File: src/rtl/pds_pkg.sv
package pds_pkg;

	localparam int REF_W   = 27;
	localparam int VCO_W   = 30;
	localparam int LIM_W   = 2;
	localparam int TGT_W   = 28;
	localparam int ACH_W   = 30;
	localparam int NCODE_W = 7;
	localparam int DCODE_W = 5;
	localparam int PCODE_W = 2;
	localparam int PST_W   = 4;
	localparam int PT_W    = 31;
	localparam int D_W     = 27;
	localparam int CIDX_W  = 2;
	localparam int CDAT_W  = 30;

	localparam logic [CIDX_W-1:0] CFG_REF = CIDX_W'(0);
	localparam logic [CIDX_W-1:0] CFG_VCO = CIDX_W'(1);
	localparam logic [CIDX_W-1:0] CFG_LIM = CIDX_W'(2);

	localparam logic [REF_W-1:0] REF_RESET = REF_W'(14318180);
	localparam logic [VCO_W-1:0] VCO_RESET = VCO_W'(230000000);
	localparam logic [LIM_W-1:0] LIM_RESET = LIM_W'(1);

	localparam int MAX_NUMER_DEF = 128;
	localparam int MIN_DENOM_DEF = 2;
	localparam int MAX_DENOM_DEF = 32;

	// {extra, code} for post divider p
	function automatic logic [PCODE_W:0] post_code(input logic [PST_W-1:0] p);
		logic [PCODE_W:0] r;
		case (p)
			PST_W'(2): r = 3'b001;
			PST_W'(3): r = 3'b010;
			PST_W'(4): r = 3'b011;
			PST_W'(6): r = 3'b110;
			PST_W'(8): r = 3'b111;
			default:   r = 3'b000;
		endcase
		return r;
	endfunction

endpackage

File: src/rtl/pds_mul.sv
module pds_mul #(
	parameter int AW = 31,
	parameter int BW = 8
) (
	input  logic          clk,
	input  logic [AW-1:0] a,
	input  logic [BW-1:0] b,
	output logic [AW+BW-1:0] prod_q
);
	always_ff @(posedge clk) begin
		prod_q <= a * b;
	end
endmodule

File: src/rtl/pds_div.sv
module pds_div #(
	parameter int AW = 36,
	parameter int RW = 28,
	parameter int CW = 6
) (
	input  logic          clk,
	input  logic          arst_n,
	input  logic          start,
	input  logic [RW-1:0] rem0,
	input  logic [AW-1:0] sh0,
	input  logic [RW-1:0] divisor,
	input  logic [CW-1:0] iters,
	output logic          done,
	output logic [AW-1:0] quo
);
	logic          busy_q, done_q;
	logic [CW-1:0] cnt_q;
	logic [RW-1:0] rem_q, div_q;
	logic [AW-1:0] sh_q;
	logic [RW:0]   trial;
	logic          ge;

	assign trial = {rem_q, sh_q[AW-1]};
	assign ge    = trial >= {1'b0, div_q};

	always_ff @(posedge clk or negedge arst_n) begin
		if (!arst_n) begin
			busy_q <= 1'b0;
			done_q <= 1'b0;
			cnt_q  <= '0;
		end else begin
			done_q <= 1'b0;
			if (start) begin
				busy_q <= 1'b1;
				cnt_q  <= iters;
			end else if (busy_q) begin
				cnt_q <= cnt_q - 1'b1;
				if (cnt_q == CW'(1)) begin
					busy_q <= 1'b0;
					done_q <= 1'b1;
				end
			end
		end
	end

	always_ff @(posedge clk) begin
		if (start) begin
			rem_q <= rem0;
			sh_q  <= sh0;
			div_q <= divisor;
		end else if (busy_q) begin
			rem_q <= ge ? RW'(trial - {1'b0, div_q}) : trial[RW-1:0];
			sh_q  <= {sh_q[AW-2:0], ge};
		end
	end

	assign done = done_q;
	assign quo  = sh_q;
endmodule

File: src/rtl/pll_divider_search.sv
// A new start is taken only while idle; busy stays high for the whole search.
// The search uses the single shared multiplier and the one-bit-per-cycle shared divider.
// Reset: asynchronous, active low; config, sequencer and strobe registers return to reset values, sequencer idles.
// The result strobe lasts one cycle; the receiver cannot stall.
module pll_divider_search #(
	parameter int MAX_NUMER = pds_pkg::MAX_NUMER_DEF,
	parameter int MIN_DENOM = pds_pkg::MIN_DENOM_DEF,
	parameter int MAX_DENOM = pds_pkg::MAX_DENOM_DEF
) (
	input  logic                        clk,
	input  logic                        arst_n,
	input  logic                        start,
	output logic                        busy,
	input  logic [pds_pkg::TGT_W-1:0]   target_hz,
	input  logic                        cfg_valid,
	output logic                        cfg_ready,
	input  logic [pds_pkg::CIDX_W-1:0]  cfg_index,
	input  logic [pds_pkg::CDAT_W-1:0]  cfg_data,
	output logic                        result_valid,
	output logic                        found,
	output logic [pds_pkg::NCODE_W-1:0] numerator_code,
	output logic [pds_pkg::DCODE_W-1:0] denominator_code,
	output logic                        divide_by_2,
	output logic [pds_pkg::PCODE_W-1:0] post_scale_code,
	output logic                        post_scale_extra,
	output logic [pds_pkg::ACH_W-1:0]   achieved_hz
);
	import pds_pkg::*;

	localparam int NW  = $clog2(MAX_NUMER + 1);
	localparam int NDW = $clog2(MAX_DENOM + 1);
	localparam int BW0 = (NW > NDW) ? NW : NDW;
	localparam int BW  = (BW0 > PST_W) ? BW0 : PST_W;
	localparam int PW  = PT_W + BW;
	localparam int AW  = REF_W + NW + 1;
	localparam int RW  = REF_W + 1;
	localparam int CW  = $clog2(AW + 1);
	localparam int LW  = D_W + NDW;

	typedef enum logic [15:0] {
		S_IDLE = 16'h0001, S_P    = 16'h0002, S_CAP  = 16'h0004, S_PT   = 16'h0008,
		S_NMUL = 16'h0010, S_NUM  = 16'h0020, S_DIV  = 16'h0040, S_PROD = 16'h0080,
		S_DIFF = 16'h0100, S_L    = 16'h0200, S_R    = 16'h0400, S_CMP  = 16'h0800,
		S_NEXT = 16'h1000, S_ADEN = 16'h2000, S_ADIV = 16'h4000, S_FIN  = 16'h8000
	} state_t;

	state_t           state_q;
	logic [REF_W-1:0] ref_q;
	logic [VCO_W-1:0] vco_q;
	logic [LIM_W-1:0] lim_q;
	logic [TGT_W-1:0] t_q;
	logic [PST_W-1:0] p_q;
	logic [AW-2:0]    cap_q;
	logic [PT_W-1:0]  pt_q;
	logic [PW-1:0]    num_q;
	logic [NDW-1:0]   n_q, bn_q;
	logic             v_q, bv_q, have_q;
	logic [NW-1:0]    m_q, bm_q;
	logic [AW-1:0]    prod_q, bprod_q;
	logic [D_W-1:0]   d_q, bd_q;
	logic [LW-1:0]    lhs_q;
	logic             res_q;

	logic [PT_W-1:0]  mul_a;
	logic [BW-1:0]    mul_b;
	logic [PW-1:0]    mul_q;

	logic             div_start, div_done;
	logic [RW-1:0]    div_rem0, div_den;
	logic [AW-1:0]    div_sh0, div_quo;
	logic [CW-1:0]    div_iters;

	// post divider choice: t < floor(V/k)  <=>  k*(t+1) <= V
	logic [TGT_W+3:0] t1, k2, k3, k4, k6, k8, vx;
	logic [PST_W-1:0] p_sel;
	assign t1 = (TGT_W+4)'(t_q) + 1'b1;
	assign k2 = t1 << 1;
	assign k3 = t1 + (t1 << 1);
	assign k4 = t1 << 2;
	assign k6 = k3 << 1;
	assign k8 = t1 << 3;
	assign vx = (TGT_W+4)'(vco_q);
	always_comb begin
		if (k8 <= vx)      p_sel = PST_W'(8);
		else if (k6 <= vx) p_sel = PST_W'(6);
		else if (k4 <= vx) p_sel = PST_W'(4);
		else if (k3 <= vx) p_sel = PST_W'(3);
		else if (k2 <= vx) p_sel = PST_W'(2);
		else               p_sel = PST_W'(1);
	end

	// product pt*n is registered during S_NMUL, i.e. it is on mul_q while in S_NUM
	logic [PW-1:0]  capx, cap_lim, x_full, pe, dfull;
	logic           over_lim, use_v2, take_cmp;
	logic [AW-1:0]  x, prodv;
	assign capx     = PW'(cap_q);
	assign cap_lim  = lim_q[1] ? (capx << 1) : capx;
	assign over_lim = mul_q > cap_lim;
	assign use_v2   = mul_q > capx;
	assign x_full   = use_v2 ? (mul_q + PW'(ref_q)) : ((mul_q << 1) + PW'(ref_q));
	assign x        = x_full[AW-1:0];
	assign prodv    = v_q ? {mul_q[AW-2:0], 1'b0} : {1'b0, mul_q[AW-2:0]};
	assign pe       = PW'(prod_q);
	assign dfull    = (num_q > pe) ? (num_q - pe) : (pe - num_q);
	assign take_cmp = lhs_q < mul_q[LW-1:0];

	always_comb begin
		mul_a = PT_W'(ref_q);
		mul_b = BW'(MAX_NUMER);
		case (state_q)
			S_CAP:  begin mul_a = PT_W'(t_q);  mul_b = BW'(p_q); end
			S_NMUL: begin mul_a = pt_q;        mul_b = BW'(n_q); end
			S_DIV:  begin mul_a = PT_W'(ref_q); mul_b = BW'(div_quo[NW-1:0]); end
			S_L:    begin mul_a = PT_W'(d_q);  mul_b = BW'(bn_q); end
			S_R:    begin mul_a = PT_W'(bd_q); mul_b = BW'(n_q); end
			S_NEXT: begin mul_a = PT_W'(bn_q); mul_b = BW'(p_q); end
			default: begin mul_a = PT_W'(ref_q); mul_b = BW'(MAX_NUMER); end
		endcase
	end

	pds_mul #(.AW(PT_W), .BW(BW)) u_mul (
		.clk(clk), .a(mul_a), .b(mul_b), .prod_q(mul_q)
	);

	assign div_start = ((state_q == S_NUM) && !over_lim) || (state_q == S_ADEN);
	always_comb begin
		if (state_q == S_ADEN) begin
			div_rem0  = '0;
			div_sh0   = bprod_q;
			div_den   = mul_q[RW-1:0];
			div_iters = CW'(AW);
		end else begin
			div_rem0  = x[AW-1:NW];
			div_sh0   = {x[NW-1:0], (AW-NW)'(0)};
			div_den   = {ref_q, 1'b0};
			div_iters = CW'(NW);
		end
	end

	pds_div #(.AW(AW), .RW(RW), .CW(CW)) u_div (
		.clk(clk), .arst_n(arst_n), .start(div_start), .rem0(div_rem0), .sh0(div_sh0),
		.divisor(div_den), .iters(div_iters), .done(div_done), .quo(div_quo)
	);

	assign cfg_ready = 1'b1;
	always_ff @(posedge clk or negedge arst_n) begin
		if (!arst_n) begin
			ref_q <= REF_RESET;
			vco_q <= VCO_RESET;
			lim_q <= LIM_RESET;
		end else if (cfg_valid) begin
			case (cfg_index)
				CFG_REF: ref_q <= cfg_data[REF_W-1:0];
				CFG_VCO: vco_q <= cfg_data[VCO_W-1:0];
				CFG_LIM: lim_q <= cfg_data[LIM_W-1:0];
				default: ;
			endcase
		end
	end

	always_ff @(posedge clk or negedge arst_n) begin
		if (!arst_n) begin
			state_q <= S_IDLE;
			have_q  <= 1'b0;
			res_q   <= 1'b0;
		end else begin
			res_q <= 1'b0;
			case (state_q)
				S_IDLE: if (start) begin
					have_q  <= 1'b0;
					state_q <= (target_hz == '0 || ref_q == '0) ? S_FIN : S_P;
				end
				S_P:    state_q <= S_CAP;
				S_CAP:  state_q <= S_PT;
				S_PT:   state_q <= S_NMUL;
				S_NMUL: state_q <= S_NUM;
				S_NUM:  state_q <= over_lim ? S_NEXT : S_DIV;
				S_DIV:  if (div_done) begin
					state_q <= (div_quo[NW-1:0] == '0) ? S_NEXT : S_PROD;
				end
				S_PROD: state_q <= S_DIFF;
				S_DIFF: state_q <= S_L;
				S_L: begin
					if (!have_q) begin
						have_q  <= 1'b1;
						state_q <= S_NEXT;
					end else begin
						state_q <= S_R;
					end
				end
				S_R:    state_q <= S_CMP;
				S_CMP:  state_q <= S_NEXT;
				S_NEXT: begin
					if (n_q == NDW'(MAX_DENOM)) state_q <= have_q ? S_ADEN : S_FIN;
					else                        state_q <= S_NMUL;
				end
				S_ADEN: state_q <= S_ADIV;
				S_ADIV: if (div_done) state_q <= S_FIN;
				S_FIN: begin
					res_q   <= 1'b1;
					state_q <= S_IDLE;
				end
				default: state_q <= S_IDLE;
			endcase
		end
	end

	always_ff @(posedge clk) begin
		case (state_q)
			S_IDLE: if (start) t_q <= target_hz;
			S_P:    p_q   <= p_sel;
			S_CAP:  cap_q <= mul_q[AW-2:0];
			S_PT: begin
				pt_q <= mul_q[PT_W-1:0];
				n_q  <= NDW'(MIN_DENOM);
			end
			S_NUM: begin
				num_q <= mul_q;
				v_q   <= use_v2;
			end
			S_DIV:  if (div_done) m_q <= div_quo[NW-1:0];
			S_PROD: prod_q <= prodv;
			S_DIFF: d_q <= dfull[D_W-1:0];
			S_L: if (!have_q) begin
				bm_q <= m_q; bn_q <= n_q; bv_q <= v_q; bd_q <= d_q; bprod_q <= prod_q;
			end
			S_R:    lhs_q <= mul_q[LW-1:0];
			S_CMP: if (take_cmp) begin
				bm_q <= m_q; bn_q <= n_q; bv_q <= v_q; bd_q <= d_q; bprod_q <= prod_q;
			end
			S_NEXT: if (n_q != NDW'(MAX_DENOM)) n_q <= n_q + 1'b1;
			default: ;
		endcase
	end

	logic [NW+NCODE_W-1:0]   bm_ext;
	logic [NDW+DCODE_W-1:0]  bn_ext;
	logic [PCODE_W:0]        pc;
	assign bm_ext = (NW+NCODE_W)'(bm_q - 1'b1);
	assign bn_ext = (NDW+DCODE_W)'(bn_q - 1'b1);
	assign pc     = post_code(p_q);

	always_ff @(posedge clk) begin
		if (state_q == S_FIN) begin
			found            <= have_q;
			numerator_code   <= have_q ? bm_ext[NCODE_W-1:0] : '0;
			denominator_code <= have_q ? bn_ext[DCODE_W-1:0] : '0;
			divide_by_2      <= have_q & bv_q;
			post_scale_code  <= have_q ? pc[PCODE_W-1:0] : '0;
			post_scale_extra <= have_q & pc[PCODE_W];
			if (!have_q)                  achieved_hz <= '0;
			else if (|div_quo[AW-1:ACH_W]) achieved_hz <= '1;
			else                          achieved_hz <= div_quo[ACH_W-1:0];
		end
	end

	assign busy         = (state_q != S_IDLE);
	assign result_valid = res_q;

	a_res_after_fin: assert property (@(posedge clk) disable iff (!arst_n)
		result_valid |-> $past(state_q == S_FIN))
		else $error("result strobe without finish");
	a_zero_fields: assert property (@(posedge clk) disable iff (!arst_n)
		(result_valid && !found) |-> (numerator_code == '0 && denominator_code == '0 &&
		!divide_by_2 && post_scale_code == '0 && !post_scale_extra && achieved_hz == '0))
		else $error("fields not cleared when nothing found");
	a_busy_after_start: assert property (@(posedge clk) disable iff (!arst_n)
		(start && !busy) |=> busy)
		else $error("start accepted but block not busy");
	a_cmp_has_best: assert property (@(posedge clk) disable iff (!arst_n)
		(state_q == S_CMP) |-> have_q)
		else $error("compare without a best candidate");
endmodule
File: config.mk
export PLATFORM = sky130hd
export DESIGN_NAME = pll_divider_search
export DESIGN_NICKNAME = d
export VERILOG_FILES = /design/src/rtl/pds_pkg.sv /design/src/rtl/pds_mul.sv /design/src/rtl/pds_div.sv /design/src/rtl/pll_divider_search.sv
export SDC_FILE = /design/constraint.sdc
export NUM_CORES = 2
export LEC_CHECK = 0
export ABC_AREA = 1
export BUFFER_PORTS_ARGS = -buffer_cell sky130_fd_sc_hd__buf_4
export CORE_UTILIZATION = 65
export CTS_CLUSTER_DIAMETER = 50
export CTS_CLUSTER_SIZE = 24
export DETAILED_ROUTE_END_ITERATION = 16
export PLACE_DENSITY = 0.93
export SKIP_LAST_GASP = 1
export SYNTH_ARGS = -nofsm -noshare
export SYNTH_HDL_FRONTEND = slang
export SYNTH_HIERARCHICAL = 1
export SYNTH_SLANG_ARGS = --single-unit
File: constraint.sdc
create_clock -name clk -period 7.55 [get_ports clk]
set_input_delay 2.265 -clock clk [delete_from_list [all_inputs] [get_ports clk]]
set_output_delay 2.265 -clock clk [all_outputs]
set_load 0.02 [all_outputs]
==> impl_metrics.ini <==
[status]
status = completed

[setup_path]
worstReg2RegStart = state_q[0]$_DFFE_PN1P_
cp-end-kind = register
rr_endpoint = u_mul/prod_q[18]$_DFF_P_
crit_required_ps = 8110
arrival_ps = 7650
slowest_delay_ps = 700
crit_slowest_cell = inv_1
ff2ff_path_depth = 28
reg2reg_setup_slack_ps = 460
critical_path.startpoint_type = register
crit_top_cell = nand2_1
crit_end = u_mul/prod_q[18]$_DFF_P_
crit_type = reg -> reg
path_max_fanout = 28
critPathLaunch = state_q[0]$_DFFE_PN1P_

[synthesis]
yosys.cell_count.top_type = nand2_1
synth_ff_type = edfxtp_1
syn_avg_cell_area_um2 = 7.87
netlist_instances = 6242
ys_types = 75
synth_seq_cells = 586
ys_top_cells_by_count = nand2_1, inv_1, ha_1, edfxtp_1, a21oi_1
yosysSeqAreaShare_pct = 34.2
netlist_area_um2 = 49100
synthTopCellsByArea = edfxtp_1, nand2_1, ha_1
synth_top_cell_by_area = edfxtp_1
async_reset_ff_share_pct = 14.3
synth_edf_count = 463
synth_warnings = 6
synth_top_area_share_pct = 28.3

[detailed_routing]
drt-total-wl_um = 164000
first_iter_violations = 5838
drc = 0
ant_nets = 0
vias = 45028
via_per_inst = 6.14
wl_per_cell_um = 22.4
drt-pass1-iter-count = 9

[die]
die_y_um = 277
start_util_pct = 65.9
pin_count = 114
core_area_um2 = 74600
fp.dieW_um = 277
rows = 100
die-area_um2 = 76700

[grt]
gr-total-overflow = 0
grt_busiest_layer = met2
grt_max_degree = 105
antenna_found_initial = 9
grt_first_pass_wirelength_um = 248000
first_global_vias = 43228
gr-usage-all-layers_pct = 42.5
grtUsageMet1_pct = 54.9
use_met3_pct = 12.4
grtUsageMet2_pct = 64.3

[sta]
min_period_ps = 7090
hold_viol = 0
rsz0062_at_grt = false
setup_ws_ps = 457
period_share_pct = 94.0
clock.fmax_mhz = 141
hold_slack_ps = 425
clock_skew_ps = 65.0
final-max-slew-violation-count = 0
worstMarginPinSlew_ps = 1330
setup_tns_ps = 0
slew_headroom_pct = 10.3
setup_viol = 0

[cells_and_area]
fillers = 5626
final_util_pct = 71.6
stdcell_count = 7332
nNetsFinal = 7032
drive_gt1_share_pct = 7.20
area_growth_pct = 8.75

[clock_network]
cts_tree = built
postCtsHoldBufs = 0
clock_latency_ps = 670
clockBufferDepth = 3
path_clk_slew_ps = 90
cts_resized = 0
htreeDepth = 3
cts-root-buf = clkbuf_16
numClockSinks = 586
cts_setup_buffers = 0
cts_made_buffers = 66

[hold_path]
hp-start = m_q[4]$_DFFE_PP_
min_path_type = reg -> reg

[power]
leakagePower_nw = 26.9
vdd_ir_drop_max_uv = 318
power_density_nw_per_um2 = 262

[placed_design]
dp_slack_ps = 765
hpwl_um = 126000
numPortBuffers = 112
gp_congestion = 1.07
dp_cells = 7206

[flow_run]
cap_violations = 0
-- cell families after synthesis --
family,after synthesis,synth area share (%)
AO/OA/AOI/OAI,950,10.8
adder cells (fa/ha/maj),663,19.6
XOR/XNOR,186,3.32
AND/OR/NAND/NOR,2547,21.8
buffers and inverters,1308,10.2
other,2,0.0153
flip-flops,586,34.2
-- worst max-delay path: cells and delay by family (launching register included) --
| family | cells | cell delay [ps] |
|---|---|---|
| adder cells (fa/ha/maj) | 5 | 2470 |
| AND/OR/NAND/NOR | 15 | 2370 |
| buffers and inverters | 7 | 1340 |
| flip-flops | 1 | 560 |
| XOR/XNOR | 1 | 270 |
-- worst min path at each step --
stage / cells after the start / to / slack [ps]
6_report: 0 / bm_q[4]$_DFFE_PP_ / 420
3_5_place_dp: 0 / bm_q[4]$_DFFE_PP_ / 400
4_1_cts: 0 / bm_q[4]$_DFFE_PP_ / 420
3_3_place_gp: 0 / bm_q[3]$_DFFE_PP_ / 400
5_1_grt: 0 / bm_q[4]$_DFFE_PP_ / 440
2_1_floorplan: 0 / bm_q[0]$_DFFE_PP_ / 400
-- registers in the layout (all words and copies together), names as in the netlist, 16 cells and up --
register      cells
vco_q            30
ref_q            27
u_div/div_q      28
u_div/rem_q      28
state_q          16
pt_q             31
u_div/quo        36
bd_q             27
t_q              28
bprod_q          36
u_mul/prod_q     39
num_q            39
cap_q            35
d_q              27
achieved_hz      30
prod_q           36
lhs_q            33
-- through the flow --
step,total power [mW],cell area [um^2]
5_1_grt,14.7,53400
2_1_floorplan,8.18,49100
3_3_place_gp,9.96,50900
3_5_place_dp,10.2,50900
6_report,14.0,53400
4_1_cts,13.8,53400
-- final cells by class --
cell class,instances,area (um^2),area share [%]
Antenna cell,4,10.0,0.0187
Clock buffer,66,1650,3.09
Clock inverter,56,812,1.52
Inverter,1131,4250,7.95
Multi-Input combinational cell,4350,27400,51.3
Sequential cell,586,16800,31.5
Tap cell,969,1210,2.27
Timing Repair Buffer,170,1280,2.39
-- report_power, final --
| part | internal (mW) | switching (mW) |
|---|---|---|
| sequential | 3.86 | 0.473 |
| clock | 1.83 | 1.74 |
| combinational | 2.02 | 4.07 |
| total | 7.71 | 6.28 |
-- layer usage --
layer | share of wire (%) | wire length, um
met3 | 14 | 23400
met1 | 37 | 60300
met5 | 0.043 | 70
met2 | 43 | 70200
met4 | 6.1 | 10000
-- cell usage in the layout, fill, tap and decap left out, types with 19 or more instances in the layout --
| cell type | n |
|---|---|
| a21oi_1 | 406 |
| buf_4 | 170 |
| nor3_1 | 75 |
| clkbuf_16 | 66 |
| o21a_1 | 19 |
| nor4_1 | 41 |
| dfxtp_1 | 39 |
| a221oi_1 | 24 |
| a211oi_1 | 19 |
| nor2_1 | 393 |
| o21ai_0 | 339 |
| ha_1 | 484 |
| nand2_1 | 1621 |
| xor2_1 | 125 |
| fa_1 | 179 |
| o21ai_1 | 25 |
| dfrtp_1 | 57 |
| nor2_2 | 20 |
| nand2_2 | 32 |
| nand4_1 | 69 |
| dfstp_2 | 26 |
| edfxtp_1 | 463 |
| xnor2_1 | 61 |
| inv_1 | 1115 |
| nand3_1 | 215 |
No activity file was read; power rests on OpenSTA's default activity.
